File: src/rtl/cle_pkg.sv
// Circular list engine: shared constants, opcode/status codes, FSM state,
// and the command/status structs between controller and datapath. No dependencies.
package cle_pkg;

	localparam int NODES  = 16;
	localparam int DATA_W = 32;
	localparam int PTR_W  = $clog2(NODES);
	localparam int CNT_W  = $clog2(NODES + 1);
	localparam int OP_W   = 3;
	localparam int ST_W   = 2;

	typedef enum logic [OP_W-1:0] {
		OP_INS_BACK  = 3'd0,
		OP_INS_FRONT = 3'd1,
		OP_FIRST     = 3'd2,
		OP_NEXT      = 3'd3,
		OP_REMOVE    = 3'd4,
		OP_COUNT     = 3'd5
	} op_t;

	typedef enum logic [ST_W-1:0] {
		ST_OK    = 2'd0,
		ST_EMPTY = 2'd1,
		ST_FULL  = 2'd2,
		ST_NOCUR = 2'd3
	} status_t;

	typedef enum logic [1:0] {
		S_IDLE,
		S_READ_B,
		S_EXEC,
		S_WRITE_B
	} state_t;

	typedef struct packed {
		logic accept;
		logic read_b;
		logic exec;
		logic write_b;
		logic finish;
	} cmd_t;

	typedef struct packed {
		logic out_free;
	} stat_t;

endpackage

File: src/rtl/cle_req_if.sv
// Request channel of the circular list engine: valid/ready plus opcode and data.
// Depends on cle_pkg.
interface cle_req_if;
	logic                        valid;
	logic                        ready;
	logic [cle_pkg::OP_W-1:0]    opcode;
	logic [cle_pkg::DATA_W-1:0]  value_in;

	modport source (output valid, output opcode, output value_in, input ready);
	modport sink   (input valid, input opcode, input value_in, output ready);
endinterface

File: src/rtl/cle_rsp_if.sv
// Response channel of the circular list engine: valid/ready plus status, data, length.
// Depends on cle_pkg.
interface cle_rsp_if;
	logic                        valid;
	logic                        ready;
	logic [cle_pkg::ST_W-1:0]    status;
	logic [cle_pkg::DATA_W-1:0]  value_out;
	logic [cle_pkg::CNT_W-1:0]   length;

	modport source (output valid, output status, output value_out, output length, input ready);
	modport sink   (input valid, input status, input value_out, input length, output ready);
endinterface

File: src/rtl/cle_ram.sv
// Generic single-write, single-read RAM with registered read data.
// No dependencies.
module cle_ram #(
	parameter int WIDTH = 8,
	parameter int DEPTH = 16
) (
	input  logic                     clk,
	input  logic                     we,
	input  logic [$clog2(DEPTH)-1:0] waddr,
	input  logic [WIDTH-1:0]         wdata,
	input  logic [$clog2(DEPTH)-1:0] raddr,
	output logic [WIDTH-1:0]         rdata
);

	logic [WIDTH-1:0] mem_q [DEPTH];

	always_ff @(posedge clk) begin
		if (we) begin
			mem_q[waddr] <= wdata;
		end
		rdata <= mem_q[raddr];
	end

endmodule

File: src/rtl/cle_ctrl.sv
// Controller FSM: sequences read A, read B, execute, second write and result hand-off.
// Depends on cle_pkg.
module cle_ctrl (
	input  logic           clk,
	input  logic           arst_n,
	input  logic           in_valid,
	output logic           in_ready,
	output cle_pkg::cmd_t  cmd,
	input  cle_pkg::stat_t stat
);

	cle_pkg::state_t state_q, state_n;

	always_ff @(posedge clk or negedge arst_n) begin
		if (!arst_n) begin
			state_q <= cle_pkg::S_IDLE;
		end else begin
			state_q <= state_n;
		end
	end

	always_comb begin
		state_n = state_q;
		case (state_q)
			cle_pkg::S_IDLE: begin
				if (in_valid) state_n = cle_pkg::S_READ_B;
			end
			cle_pkg::S_READ_B:  state_n = cle_pkg::S_EXEC;
			cle_pkg::S_EXEC:    state_n = cle_pkg::S_WRITE_B;
			cle_pkg::S_WRITE_B: begin
				if (stat.out_free) state_n = cle_pkg::S_IDLE;
			end
			default: state_n = cle_pkg::S_IDLE;
		endcase
	end

	always_comb begin
		in_ready    = 1'b0;
		cmd         = '0;
		case (state_q)
			cle_pkg::S_IDLE: begin
				in_ready   = 1'b1;
				cmd.accept = in_valid;
			end
			cle_pkg::S_READ_B: cmd.read_b = 1'b1;
			cle_pkg::S_EXEC:   cmd.exec   = 1'b1;
			cle_pkg::S_WRITE_B: begin
				// second link write repeats harmlessly while the result slot is busy
				cmd.write_b = 1'b1;
				cmd.finish  = stat.out_free;
			end
			default: ;
		endcase
	end

endmodule

File: src/rtl/cle_dp.sv
// Datapath: list pointers, allocator, link and value RAMs, result register.
// Depends on cle_pkg and cle_ram.
module cle_dp (
	input  logic                         clk,
	input  logic                         arst_n,
	input  cle_pkg::cmd_t                cmd,
	output cle_pkg::stat_t               stat,
	input  logic [cle_pkg::OP_W-1:0]     in_opcode,
	input  logic [cle_pkg::DATA_W-1:0]   in_value,
	output logic                         out_valid,
	input  logic                         out_ready,
	output logic [cle_pkg::ST_W-1:0]     out_status,
	output logic [cle_pkg::DATA_W-1:0]   out_value,
	output logic [cle_pkg::CNT_W-1:0]    out_length
);

	localparam int PW = cle_pkg::PTR_W;
	localparam int CW = cle_pkg::CNT_W;
	localparam int DW = cle_pkg::DATA_W;

	// list state
	logic [PW-1:0] tail_q, cursor_q, trail_q, free_head_q;
	logic          empty_q, cur_valid_q, free_ne_q;
	logic [CW-1:0] count_q, fresh_q;
	logic [PW-1:0] tail_n, cursor_n, trail_n, free_head_n;
	logic          empty_n, cur_valid_n, free_ne_n;
	logic [CW-1:0] count_n, fresh_n;

	// per-transaction registers
	logic [cle_pkg::OP_W-1:0] op_q;
	logic [DW-1:0]            val_q;
	logic [PW-1:0]            a_q;
	logic                     wb_en_q;
	logic [PW-1:0]            wb_addr_q, wb_data_q;
	logic [cle_pkg::ST_W-1:0] st_q;
	logic [DW-1:0]            res_q;

	logic                     wb_en_n;
	logic [PW-1:0]            wb_addr_n, wb_data_n;
	logic [cle_pkg::ST_W-1:0] st_n;
	logic [DW-1:0]            res_n;

	// RAM ports
	logic          link_we, lw_en, vw_en;
	logic [PW-1:0] link_waddr, link_wdata, link_raddr, link_rdata;
	logic [PW-1:0] lw_addr, lw_data;
	logic [PW-1:0] val_raddr;
	logic [DW-1:0] val_rdata;

	logic          fresh_avail;
	logic [PW-1:0] alloc;
	logic          out_valid_q;

	cle_ram #(.WIDTH(PW), .DEPTH(cle_pkg::NODES)) u_link_ram (
		.clk   (clk),
		.we    (link_we),
		.waddr (link_waddr),
		.wdata (link_wdata),
		.raddr (link_raddr),
		.rdata (link_rdata)
	);

	cle_ram #(.WIDTH(DW), .DEPTH(cle_pkg::NODES)) u_value_ram (
		.clk   (clk),
		.we    (vw_en & cmd.exec),
		.waddr (alloc),
		.wdata (val_q),
		.raddr (val_raddr),
		.rdata (val_rdata)
	);

	// first link read is issued from the incoming opcode, second from the latched one
	always_comb begin
		if (cmd.read_b) begin
			link_raddr = (op_q == cle_pkg::OP_REMOVE) ? cursor_q : tail_q;
		end else begin
			case (in_opcode)
				cle_pkg::OP_INS_BACK,
				cle_pkg::OP_INS_FRONT: link_raddr = free_head_q;
				cle_pkg::OP_NEXT:      link_raddr = cursor_q;
				cle_pkg::OP_REMOVE:    link_raddr = trail_q;
				default:               link_raddr = tail_q;
			endcase
		end
		val_raddr = (op_q == cle_pkg::OP_REMOVE) ? cursor_q : link_rdata;
	end

	assign fresh_avail = fresh_q < CW'(cle_pkg::NODES);
	assign alloc       = fresh_avail ? fresh_q[PW-1:0] : free_head_q;

	always_comb begin
		tail_n      = tail_q;
		cursor_n    = cursor_q;
		trail_n     = trail_q;
		free_head_n = free_head_q;
		empty_n     = empty_q;
		cur_valid_n = cur_valid_q;
		free_ne_n   = free_ne_q;
		count_n     = count_q;
		fresh_n     = fresh_q;
		st_n        = cle_pkg::ST_OK;
		res_n       = '0;
		lw_en       = 1'b0;
		lw_addr     = alloc;
		lw_data     = link_rdata;
		vw_en       = 1'b0;
		wb_en_n     = 1'b0;
		wb_addr_n   = tail_q;
		wb_data_n   = alloc;
		case (op_q)
			cle_pkg::OP_INS_BACK,
			cle_pkg::OP_INS_FRONT: begin
				if (!fresh_avail && !free_ne_q) begin
					st_n = cle_pkg::ST_FULL;
				end else begin
					if (fresh_avail) begin
						fresh_n = fresh_q + CW'(1);
					end else begin
						free_head_n = a_q;
						free_ne_n   = (count_q + CW'(1)) < CW'(cle_pkg::NODES);
					end
					vw_en = 1'b1;
					lw_en = 1'b1;
					if (empty_q) begin
						lw_data = alloc;
						tail_n  = alloc;
						empty_n = 1'b0;
					end else begin
						// link_rdata holds the current head (tail's successor)
						lw_data = link_rdata;
						if (cur_valid_q && trail_q == tail_q && link_rdata == cursor_q) begin
							trail_n = alloc;
						end
						wb_en_n   = 1'b1;
						wb_addr_n = tail_q;
						wb_data_n = alloc;
						if (op_q == cle_pkg::OP_INS_BACK) tail_n = alloc;
					end
					count_n = count_q + CW'(1);
				end
			end
			cle_pkg::OP_FIRST: begin
				if (empty_q) begin
					st_n = cle_pkg::ST_EMPTY;
				end else begin
					trail_n     = tail_q;
					cursor_n    = a_q;
					cur_valid_n = 1'b1;
					res_n       = val_rdata;
				end
			end
			cle_pkg::OP_NEXT: begin
				if (empty_q) begin
					st_n = cle_pkg::ST_EMPTY;
				end else if (!cur_valid_q) begin
					st_n = cle_pkg::ST_NOCUR;
				end else begin
					trail_n  = cursor_q;
					cursor_n = a_q;
					res_n    = val_rdata;
				end
			end
			cle_pkg::OP_REMOVE: begin
				// a_q = link[trail], link_rdata = link[cursor]
				if (empty_q) begin
					st_n = cle_pkg::ST_EMPTY;
				end else if (!cur_valid_q || a_q != cursor_q) begin
					st_n = cle_pkg::ST_NOCUR;
				end else begin
					res_n = val_rdata;
					if (cursor_q == tail_q) begin
						if (link_rdata == cursor_q) begin
							empty_n     = 1'b1;
							cur_valid_n = 1'b0;
							tail_n      = '0;
						end else begin
							tail_n = trail_q;
						end
					end
					lw_en       = 1'b1;
					lw_addr     = trail_q;
					lw_data     = link_rdata;
					wb_en_n     = 1'b1;
					wb_addr_n   = cursor_q;
					wb_data_n   = free_head_q;
					cursor_n    = trail_q;
					free_head_n = cursor_q;
					free_ne_n   = 1'b1;
					if (count_q != '0) count_n = count_q - CW'(1);
				end
			end
			default: ;
		endcase
	end

	assign link_we    = (cmd.exec & lw_en) | (cmd.write_b & wb_en_q);
	assign link_waddr = cmd.write_b ? wb_addr_q : lw_addr;
	assign link_wdata = cmd.write_b ? wb_data_q : lw_data;

	always_ff @(posedge clk or negedge arst_n) begin
		if (!arst_n) begin
			tail_q      <= '0;
			cursor_q    <= '0;
			trail_q     <= '0;
			free_head_q <= '0;
			empty_q     <= 1'b1;
			cur_valid_q <= 1'b0;
			free_ne_q   <= 1'b0;
			count_q     <= '0;
			fresh_q     <= '0;
			wb_en_q     <= 1'b0;
			out_valid_q <= 1'b0;
		end else begin
			if (cmd.exec) begin
				tail_q      <= tail_n;
				cursor_q    <= cursor_n;
				trail_q     <= trail_n;
				free_head_q <= free_head_n;
				empty_q     <= empty_n;
				cur_valid_q <= cur_valid_n;
				free_ne_q   <= free_ne_n;
				count_q     <= count_n;
				fresh_q     <= fresh_n;
				wb_en_q     <= wb_en_n;
			end
			if (cmd.finish) begin
				out_valid_q <= 1'b1;
			end else if (out_ready) begin
				out_valid_q <= 1'b0;
			end
		end
	end

	always_ff @(posedge clk) begin
		if (cmd.accept) begin
			op_q  <= in_opcode;
			val_q <= in_value;
		end
		if (cmd.read_b) begin
			a_q <= link_rdata;
		end
		if (cmd.exec) begin
			wb_addr_q <= wb_addr_n;
			wb_data_q <= wb_data_n;
			st_q      <= st_n;
			res_q     <= res_n;
		end
		if (cmd.finish) begin
			out_status <= st_q;
			out_value  <= res_q;
			out_length <= count_q;
		end
	end

	assign out_valid     = out_valid_q;
	assign stat.out_free = !out_valid_q || out_ready;

endmodule

File: src/rtl/circular_list_engine.sv
// Circular singly linked list engine over a 16-node store with a free list.
// The result is registered at the end of the final write step; a result still held
// at the output stalls the final write step until the receiver takes it.
// A new request is taken only after the previous one finishes: two dependent link reads,
// then two link writes through the one write port, the second overlapping the result hand-off.
// Reset (arst_n, async): list empty, no cursor, no allocations; RAM contents undefined.
module circular_list_engine (
	input  logic     clk,
	input  logic     arst_n,
	cle_req_if.sink  req,
	cle_rsp_if.source rsp
);

	cle_pkg::cmd_t  cmd;
	cle_pkg::stat_t stat;

	cle_ctrl u_ctrl (
		.clk      (clk),
		.arst_n   (arst_n),
		.in_valid (req.valid),
		.in_ready (req.ready),
		.cmd      (cmd),
		.stat     (stat)
	);

	cle_dp u_dp (
		.clk        (clk),
		.arst_n     (arst_n),
		.cmd        (cmd),
		.stat       (stat),
		.in_opcode  (req.opcode),
		.in_value   (req.value_in),
		.out_valid  (rsp.valid),
		.out_ready  (rsp.ready),
		.out_status (rsp.status),
		.out_value  (rsp.value_out),
		.out_length (rsp.length)
	);

endmodule

File: src/flat_wrapper.sv
// flat-port wrapper written by rule: the top's interface ports become plain ports
module circular_list_engine_flat 
  (clk, arst_n, req_valid, req_opcode, req_value_in, req_ready, rsp_valid, rsp_status, rsp_value_out, rsp_length, rsp_ready);
  cle_req_if req_i ();
  cle_rsp_if rsp_i ();
  input  logic clk;
  input  logic arst_n;
  input wire logic [$bits(req_i.valid)-1:0] req_valid;
  input wire logic [$bits(req_i.opcode)-1:0] req_opcode;
  input wire logic [$bits(req_i.value_in)-1:0] req_value_in;
  output wire logic [$bits(req_i.ready)-1:0] req_ready;
  output wire logic [$bits(rsp_i.valid)-1:0] rsp_valid;
  output wire logic [$bits(rsp_i.status)-1:0] rsp_status;
  output wire logic [$bits(rsp_i.value_out)-1:0] rsp_value_out;
  output wire logic [$bits(rsp_i.length)-1:0] rsp_length;
  input wire logic [$bits(rsp_i.ready)-1:0] rsp_ready;
  assign req_i.valid = req_valid;
  assign req_i.opcode = req_opcode;
  assign req_i.value_in = req_value_in;
  assign req_ready = req_i.ready;
  assign rsp_valid = rsp_i.valid;
  assign rsp_status = rsp_i.status;
  assign rsp_value_out = rsp_i.value_out;
  assign rsp_length = rsp_i.length;
  assign rsp_i.ready = rsp_ready;
  circular_list_engine u_core (.clk(clk), .arst_n(arst_n), .req(req_i), .rsp(rsp_i));
endmodule
File: config.mk
export PLATFORM = sky130hd
export DESIGN_NAME = circular_list_engine_flat
export DESIGN_NICKNAME = d
export VERILOG_FILES = /design/src/rtl/cle_pkg.sv /design/src/rtl/cle_req_if.sv /design/src/rtl/cle_rsp_if.sv /design/src/rtl/cle_ram.sv /design/src/rtl/cle_ctrl.sv /design/src/rtl/cle_dp.sv /design/src/rtl/circular_list_engine.sv /design/src/flat_wrapper.sv
export SDC_FILE = /design/constraint.sdc
export NUM_CORES = 1
export LEC_CHECK = 0
export BUFFER_PORTS_ARGS = -buffer_cell sky130_fd_sc_hd__buf_4
export CAP_MARGIN = 20
export CELL_PAD_IN_SITES_DETAIL_PLACEMENT = 0
export CELL_PAD_IN_SITES_GLOBAL_PLACEMENT = 2
export CORE_ASPECT_RATIO = 0.6
export CORE_MARGIN = 2
export CORE_UTILIZATION = 40
export CTS_CLUSTER_SIZE = 28
export DETAILED_ROUTE_END_ITERATION = 6
export MAX_ROUTING_LAYER = met4
export PLACE_DENSITY = 0.71
export REMOVE_ABC_BUFFERS = 1
export SETUP_SLACK_MARGIN = 0.3
export SYNTH_ARGS = -nofsm -noshare
export SYNTH_HDL_FRONTEND = slang
export SYNTH_SLANG_ARGS = --single-unit
File: constraint.sdc
create_clock -name clk -period 10.25 [get_ports clk]
set_input_delay 2.05 -clock clk [delete_from_list [all_inputs] [get_ports clk]]
set_output_delay 2.05 -clock clk [all_outputs]
set_load 0.05 [all_outputs]
==> results.md, run 1 <==
- Status: finished clean
- Pwr Total: 9910 µW
- Largest net degree at the start of global routing: 181
- RSZ-0062 raised after global routing: false
- Complex-gate fraction of the synthesized area: 11.1%
- CP arrival: 5.03 ns
- Drt total wl: 75,700 µm
- Setup violations, final: 0
- Ports: 80
- Number of remaining DRC errors: 0
- Die W: 358 µm
- Port bufs: 79
- CP Launch Type: flop
- Top FF cell, synth: edfxtp_1
- Final design utilization: 46.3%
- Max-slew violations: 0
- WL per Instance: 23.7 µm
- Top cells by count, synth: 696 x edfxtp_1, 313 x nand2_1, 170 x a211oi_1
- Critical Path, Cell by Cell: or3b_1 -> mux2i_4 -> buf_4 -> buf_4 -> a211oi_1 -> a311oi_1 -> a211oi_1 -> a21oi_1
- Reg2Reg Depth: 8
- Fill cells: 6,464
- Mux share of post-synthesis cell area: 1.35%
- Critical path fanouts, max: 91
- Synthesized instance count: 2,092
- Deepest clock path buffer count: 3
- Core area: 74,100 µm²
- Slew at the pin closest to its max-slew limit: 1.11 ns
- Worst R2R End: u_core.u_dp.u_value_ram.rdata[9]$_DFF_P_
- Pwr dens: 289 nW/µm²
- Routed vias/inst: 5.49
- CTS tree: built
- Area delta synth->final: 13.7%
- Peak Freq: 223 MHz
- First-pass GRT wire length: 111,000 µm
- Largest family of logic cells by synthesized area: compound AO/OA/AOI/OAI gates
- WP data required: 10.79 ns
- Cell with the most instances after synthesis: edfxtp_1
- CTS buffer count: 74
- Max Used Layer: met4
- Antenna Nets Post-Route: 0
- Rel. slew slack: 25.8%
- Number of global-route vias before repair: 16,600
- CTS Hold Bufs: 0
- Synth area leader: edfxtp_1
- #FFs+latches synth: 765
- Synth async-reset ratio: 4.31%
- Share of layout cells above drive strength 1: 12.2%
- Max Clock Skew: 0.0161 ns
- Wire length on met1: 38,000 µm
- Reg2Reg Launch Point: u_core.u_dp.op_q[0]$_DFFE_PP_
- Iteration-0 DRC count of the detailed router: 1,695
- Hold WC Path Type: reg2reg
- H-tree Lvls: 3
- Max incr delay on CP: 0.93 ns
- Met2 wire length: 32,400 µm
- Skew-Pair Late Insertion Delay: 0.61 ns
- Nets@finish: 2,191
- CTS Sinks: 765
- Min-delay src: u_core.u_dp.res_q[31]$_DFFE_PP_
- CTS clk-pin slew, worst paths: 0.06 ns
- FF-to-FF setup slack: 5.76 ns
- Xor and xnor fraction of the mapped netlist area: 0.726%
- Post-synth top area share: 69.3%
- Pre-antenna DRT Iters: 5
- Vias: 17,500
- Syn. warnings: 0
- Post-synth EDFFs: 696
- Syn Std Cell Area: 30,200 µm²
- Hold Path Stages: 0
- CP max stage cell: buf_4
- Synth Area in Simple Gates: 9.53%
- Syn Area/Cell: 14.4 µm²
- CP endpoint kind: flop
- Endpoint, Worst Hold: u_core.u_dp.out_value[31]$_DFFE_PP_
- Total grt overflow: 0
- Seq/Total Area, Yosys: 74.5%
- RePlAce Congestion: 0.870
- Post-CTS sizing: 0
- Crit share post-route: 43.8%
- Synth Area in Adders: 0.332%
- Starting density of the core: 40.7%
- Max Cap Viol: 0
- Worst vdd ir: 0.223 mV
- Met3 WL: 3940 µm
- Dpl hpwl: 38,800 µm
- Die H: 217 µm
- Total setup buffers inserted after CTS: 0
- Leak Pwr: 0.0112 µW
- Final min period: 4.49 ns
- Synth area leaders: edfxtp_1 69%, a211oi_1 4.2%, nand2_1 3.9%, and2_1 2.9%, dfrtp_1 2.7%
- Critical path's top delay family: buffers and inverters
- Post-synth cell types: 63
- Row cnt: 77
- N_diodes: 0
- Die area: 77,700 µm²
- Initial antenna violation count: 3
- All-Layer GR Usage: 20.0%
- Clock Tree Root: clkbuf_16
- CP bufs+invs: 2
- Crit Path Class: reg2reg
- Final hold violation count: 0
-- state kept, by name, summed over array words and instances (netlist names), 5 cells and up --
signal,cells
u_core.u_dp.fresh_q,5
u_core.u_dp.count_q,5
u_core.u_dp.out_length,5
u_core.u_dp.u_value_ram.mem_q,512
u_core.u_dp.u_link_ram.mem_q,64
u_core.u_dp.res_q,32
u_core.u_dp.out_value,32
u_core.u_dp.u_value_ram.rdata,32
u_core.u_dp.val_q,32
-- area by class of cell --
cell class | instances | area (µm²) | area share (%)
Clock buffer | 113 | 2170 | 6.34
Clock inverter | 22 | 244 | 0.712
Inverter | 18 | 67.6 | 0.197
Multi-Input combinational cell | 1164 | 7180 | 21.0
Sequential cell | 765 | 22400 | 65.5
Tap cell | 987 | 1230 | 3.60
Timing Repair Buffer | 121 | 926 | 2.70
-- worst register-to-register path, cell delays in order, from the launching register on --
cell	delay, ns
edfxtp_1	0.60
or3b_1	0.52
mux2i_4	0.72
buf_4	0.93
buf_4	0.89
a211oi_1	0.20
a311oi_1	0.31
a211oi_1	0.09
a21oi_1	0.16
-- power breakdown --
group	internal (µW)	switching [µW]	leakage, µW
clock network	1590	1140	0.00116
registers	3950	311	0.00703
logic	907	2010	0.00301
total	6440	3460	0.0112
-- metrics by stage --
| step | instances | setup slack (ns) | hold slack (ns) | area [µm²] | TNS [ns] |
|---|---|---|---|---|---|
| 6_report | 3190 | 5.76 | 0.418 | 34300 | 0 |
| 5_1_grt | 3190 | 5.43 | 0.426 | 34300 | 0 |
| 4_1_cts | 3188 | 5.80 | 0.420 | 34300 | 0 |
| 3_5_place_dp | 3053 | 5.77 | 0.406 | 31800 | 0 |
| 3_3_place_gp | 3053 | 5.85 | 0.402 | 31800 | 0 |
| 2_1_floorplan | 1947 | -1.71 | 0.400 | 29500 | -54.85 |
-- placed cells by master (no fill, tap or decap), types with 29 or more instances in the layout --
master / netlist / layout
a21oi_1: 102 / 100
edfxtp_1: 696 / 696
nand2_1: 313 / 313
clkbuf_16: 0 / 77
dfxtp_1: 36 / 36
nor2_1: 54 / 38
buf_4: 5 / 118
dfrtp_1: 32 / 32
and2_0: 29 / 29
a31oi_1: 65 / 65
a311oi_1: 65 / 65
and2_1: 138 / 136
a211oi_1: 170 / 169
-- routing by layer --
| layer | global-route usage (%) | up-vias |
|---|---|---|
| met5 | - | - |
| met4 | 4.97 | 0 |
| met3 | 3.07 | 102 |
| met2 | 27.7 | 441 |
| met1 | 30.7 | 8922 |
| li1 | - | 8040 |
-- kinds of logic after synthesis --
logic type               count (synthesis)
flip-flops                             765
AND/OR/NAND/NOR                        606
AO/OA/AOI/OAI                          486
buffers and inverters                  163
multiplexers                            39
XOR/XNOR                                25
adder cells (fa/ha/maj)                  8
-- how the worst max path moves through the flow --
stage                                                           end                           from  depth (start not counted)
final                      u_core.u_dp.u_value_ram.rdata[9]$_DFF_P_  u_core.u_dp.op_q[0]$_DFFE_PP_                          8
after global placement      u_core.u_dp.u_link_ram.rdata[2]$_DFF_P_                  req_opcode[0]                          7
after CTS                 u_core.u_dp.u_value_ram.rdata[17]$_DFF_P_  u_core.u_dp.op_q[0]$_DFFE_PP_                          8
after floorplan            u_core.u_dp.u_value_ram.rdata[0]$_DFF_P_  u_core.u_dp.op_q[0]$_DFFE_PP_                          5
after detailed placement    u_core.u_dp.u_link_ram.rdata[1]$_DFF_P_                  req_opcode[0]                          7
after global routing       u_core.u_dp.u_value_ram.rdata[9]$_DFF_P_  u_core.u_dp.op_q[0]$_DFFE_PP_                          8
Power figures use the tool's default switching activity.
==> run 2: changes to the inputs <==
clock period = 4.65 ns   (was 10.25 ns; I/O delays follow)
==> run 2 against run 1 <==
Non-clock buffer count increased by 23. Sequential share of layout area shrank 0.55 points. Wire length is 0.63% lower. Cell area is 0.85% higher. Critical path type unchanged. Highest routed layer unchanged.
==> results.md, run 2 (synthesis gave the netlist of run 1 again) <==
- Largest net degree at the start of global routing: 127
- Number of remaining DRC errors: 0
- CTS tree: built
- WP data required: 5.12 ns
- Die H: 217 µm
- Biggest register: u_core.u_dp.u_value_ram.mem_q
- Port bufs: 79
- Die area: 77,700 µm²
- CP max stage cell: a21o_4
- Row cnt: 77
- Core area: 74,100 µm²
- CTS Sinks: 765
- Share of layout cells above drive strength 1: 13.0%
- Starting density of the core: 40.7%
- Max Cap Viol: 0
- Worst vdd ir: 0.394 mV
- RSZ-0062 raised after global routing: false
- Pwr dens: 643 nW/µm²
- Skew-Pair Late Insertion Delay: 0.62 ns
- Cells after DPL: 3,077
- Critical Path, Cell by Cell: or3b_1 -> buf_4 -> a21o_4 -> buf_4 -> and2_1 -> a211oi_1 -> a311oi_1 -> a21oi_1 -> a21oi_1
- Critical path fanouts, max: 84
- Ports: 80
- Clock Tree Root: clkbuf_16
- Slew at the pin closest to its max-slew limit: 1.06 ns
- Commonest non-fill, non-tap cells in the layout: 696 x edfxtp_1, 313 x nand2_1, 169 x a211oi_1
- Post-CTS sizing: 0
- Status: finished clean
- Dpl hpwl: 41,800 µm
- First-pass GRT wire length: 112,000 µm
- Area delta synth->final: 14.6%
- CP Launch Type: flop
- Max-slew violations: 0
- Largest regs: u_core.u_dp.u_value_ram.mem_q (512), u_core.u_dp.u_link_ram.mem_q (64)
- N_diodes: 0
- Max Clock Skew: 0.0156 ns
- Hold WC Path Type: in2async
- Crit Path Class: reg2reg
- Nets@finish: 2,212
- CTS buffer count: 72
- Flip-flop count of the largest register after layout: 512
- Placed Area: 32,200 µm²
- Total grt overflow: 0
- Dpl ws: 1.06 ns
- Peak Freq: 278 MHz
- CTS Hold Bufs: 0
- CP endpoint kind: flop
- RePlAce Congestion: 0.821
- Vias: 17,600
- Number of global-route vias before repair: 16,900
- Reg2Reg Depth: 9
- Pre-antenna DRT Iters: 5
- Post-route cell area: 34,600 µm²
- Drt total wl: 75,200 µm
- Setup_tns: 0 ns
- Rel. slew slack: 28.4%
- Antenna Nets Post-Route: 0
- Most common cell after layout, fill and taps aside: edfxtp_1
- Iteration-0 DRC count of the detailed router: 1,520
- Routed vias/inst: 5.48
- Max incr delay on CP: 0.76 ns
- Final design utilization: 46.7%
- Deepest clock path buffer count: 3
- Total setup buffers inserted after CTS: 0
- Leak Pwr: 0.0114 µW
- Setup violations, final: 0
- Final WS setup: 1.06 ns
- Final hold violation count: 0
- CP arrival: 4.07 ns
- Final min period: 3.59 ns
- WL per Instance: 23.5 µm
- Cell Count, Final, Fillers Out: 3,208
- Initial antenna violation count: 1
- CTS clk-pin slew, worst paths: 0.06 ns
- Crit share post-route: 77.3%
- Fill cells: 6,485
- Die W: 358 µm
- H-tree Lvls: 3
- All-Layer GR Usage: 20.0%
run 2: cell count changes in the layout (fill, tap and decap cells not counted), moves of 3 or more:
cell	before	now
buf_12	1	12
buf_4	118	131
bufinv_16	5	10
clkbuf_16	77	74
clkbuf_8	11	2
clkinv_2	4	9
clkinvlp_4	4	1
run 2: cell type report:
class | count | area [µm²] | area share [%]
flip-flops and latches | 765 | 22400 | 64.9
repair buffers | 144 | 1250 | 3.62
well taps | 987 | 1230 | 3.57
clock buffers | 100 | 1970 | 5.70
inverters | 18 | 67.6 | 0.195
clock inverters | 30 | 413 | 1.19
multi-input cells | 1164 | 7180 | 20.8
run 2: report_power, final:
group / internal, µW / switching (µW) / total (µW)
clock network: 3530 / 2520 / 6050
logic: 2210 / 4590 / 6800
registers: 8690 / 665 / 9360
run 2: worst paths after layout:
kind / startpoint / end / slack [ns]
setup reg to reg: u_core.u_dp.op_q[0]$_DFFE_PP_ / u_core.u_dp.u_value_ram.rdata[31]$_DFF_P_ / 1.06
max in group asynchronous: arst_n / u_core.u_dp.empty_q$_DFFE_PN1P_ / 3.96
hold reg to reg: u_core.u_dp.res_q[5]$_DFFE_PP_ / u_core.u_dp.out_value[5]$_DFFE_PP_ / 0.42
hold / removal: arst_n / u_core.u_dp.count_q[2]$_DFFE_PN0P_ / 0.30
setup / recovery: u_core.u_dp.op_q[0]$_DFFE_PP_ / u_core.u_dp.u_value_ram.rdata[31]$_DFF_P_ / 1.06
min in group clk: u_core.u_dp.res_q[5]$_DFFE_PP_ / u_core.u_dp.out_value[5]$_DFFE_PP_ / 0.42
run 2: through the flow:
stage	hold WS, ns	total power [µW]
2_1_floorplan	0.400	13500
3_3_place_gp	0.402	16200
5_1_grt	0.313	23400
3_5_place_dp	0.406	16300
4_1_cts	0.285	22400
6_report	0.303	22200
run 2: metal layers:
layer	routed length, µm	share of wire, %	GRT usage [%]
met1	37400	50	30.4
met3	4280	5.7	3.33
met5	0	0	-
met4	1170	1.6	4.06
met2	32400	43	28.2
run 2: critical path: cells and delay by family, from the launching register on:
kind                   cells  cell delay (ns)
buffers and inverters      2             0.75
and+or+nand+nor            2             0.38
DFF                        1             0.68
AOI/OAI and AO/OA          5             1.54
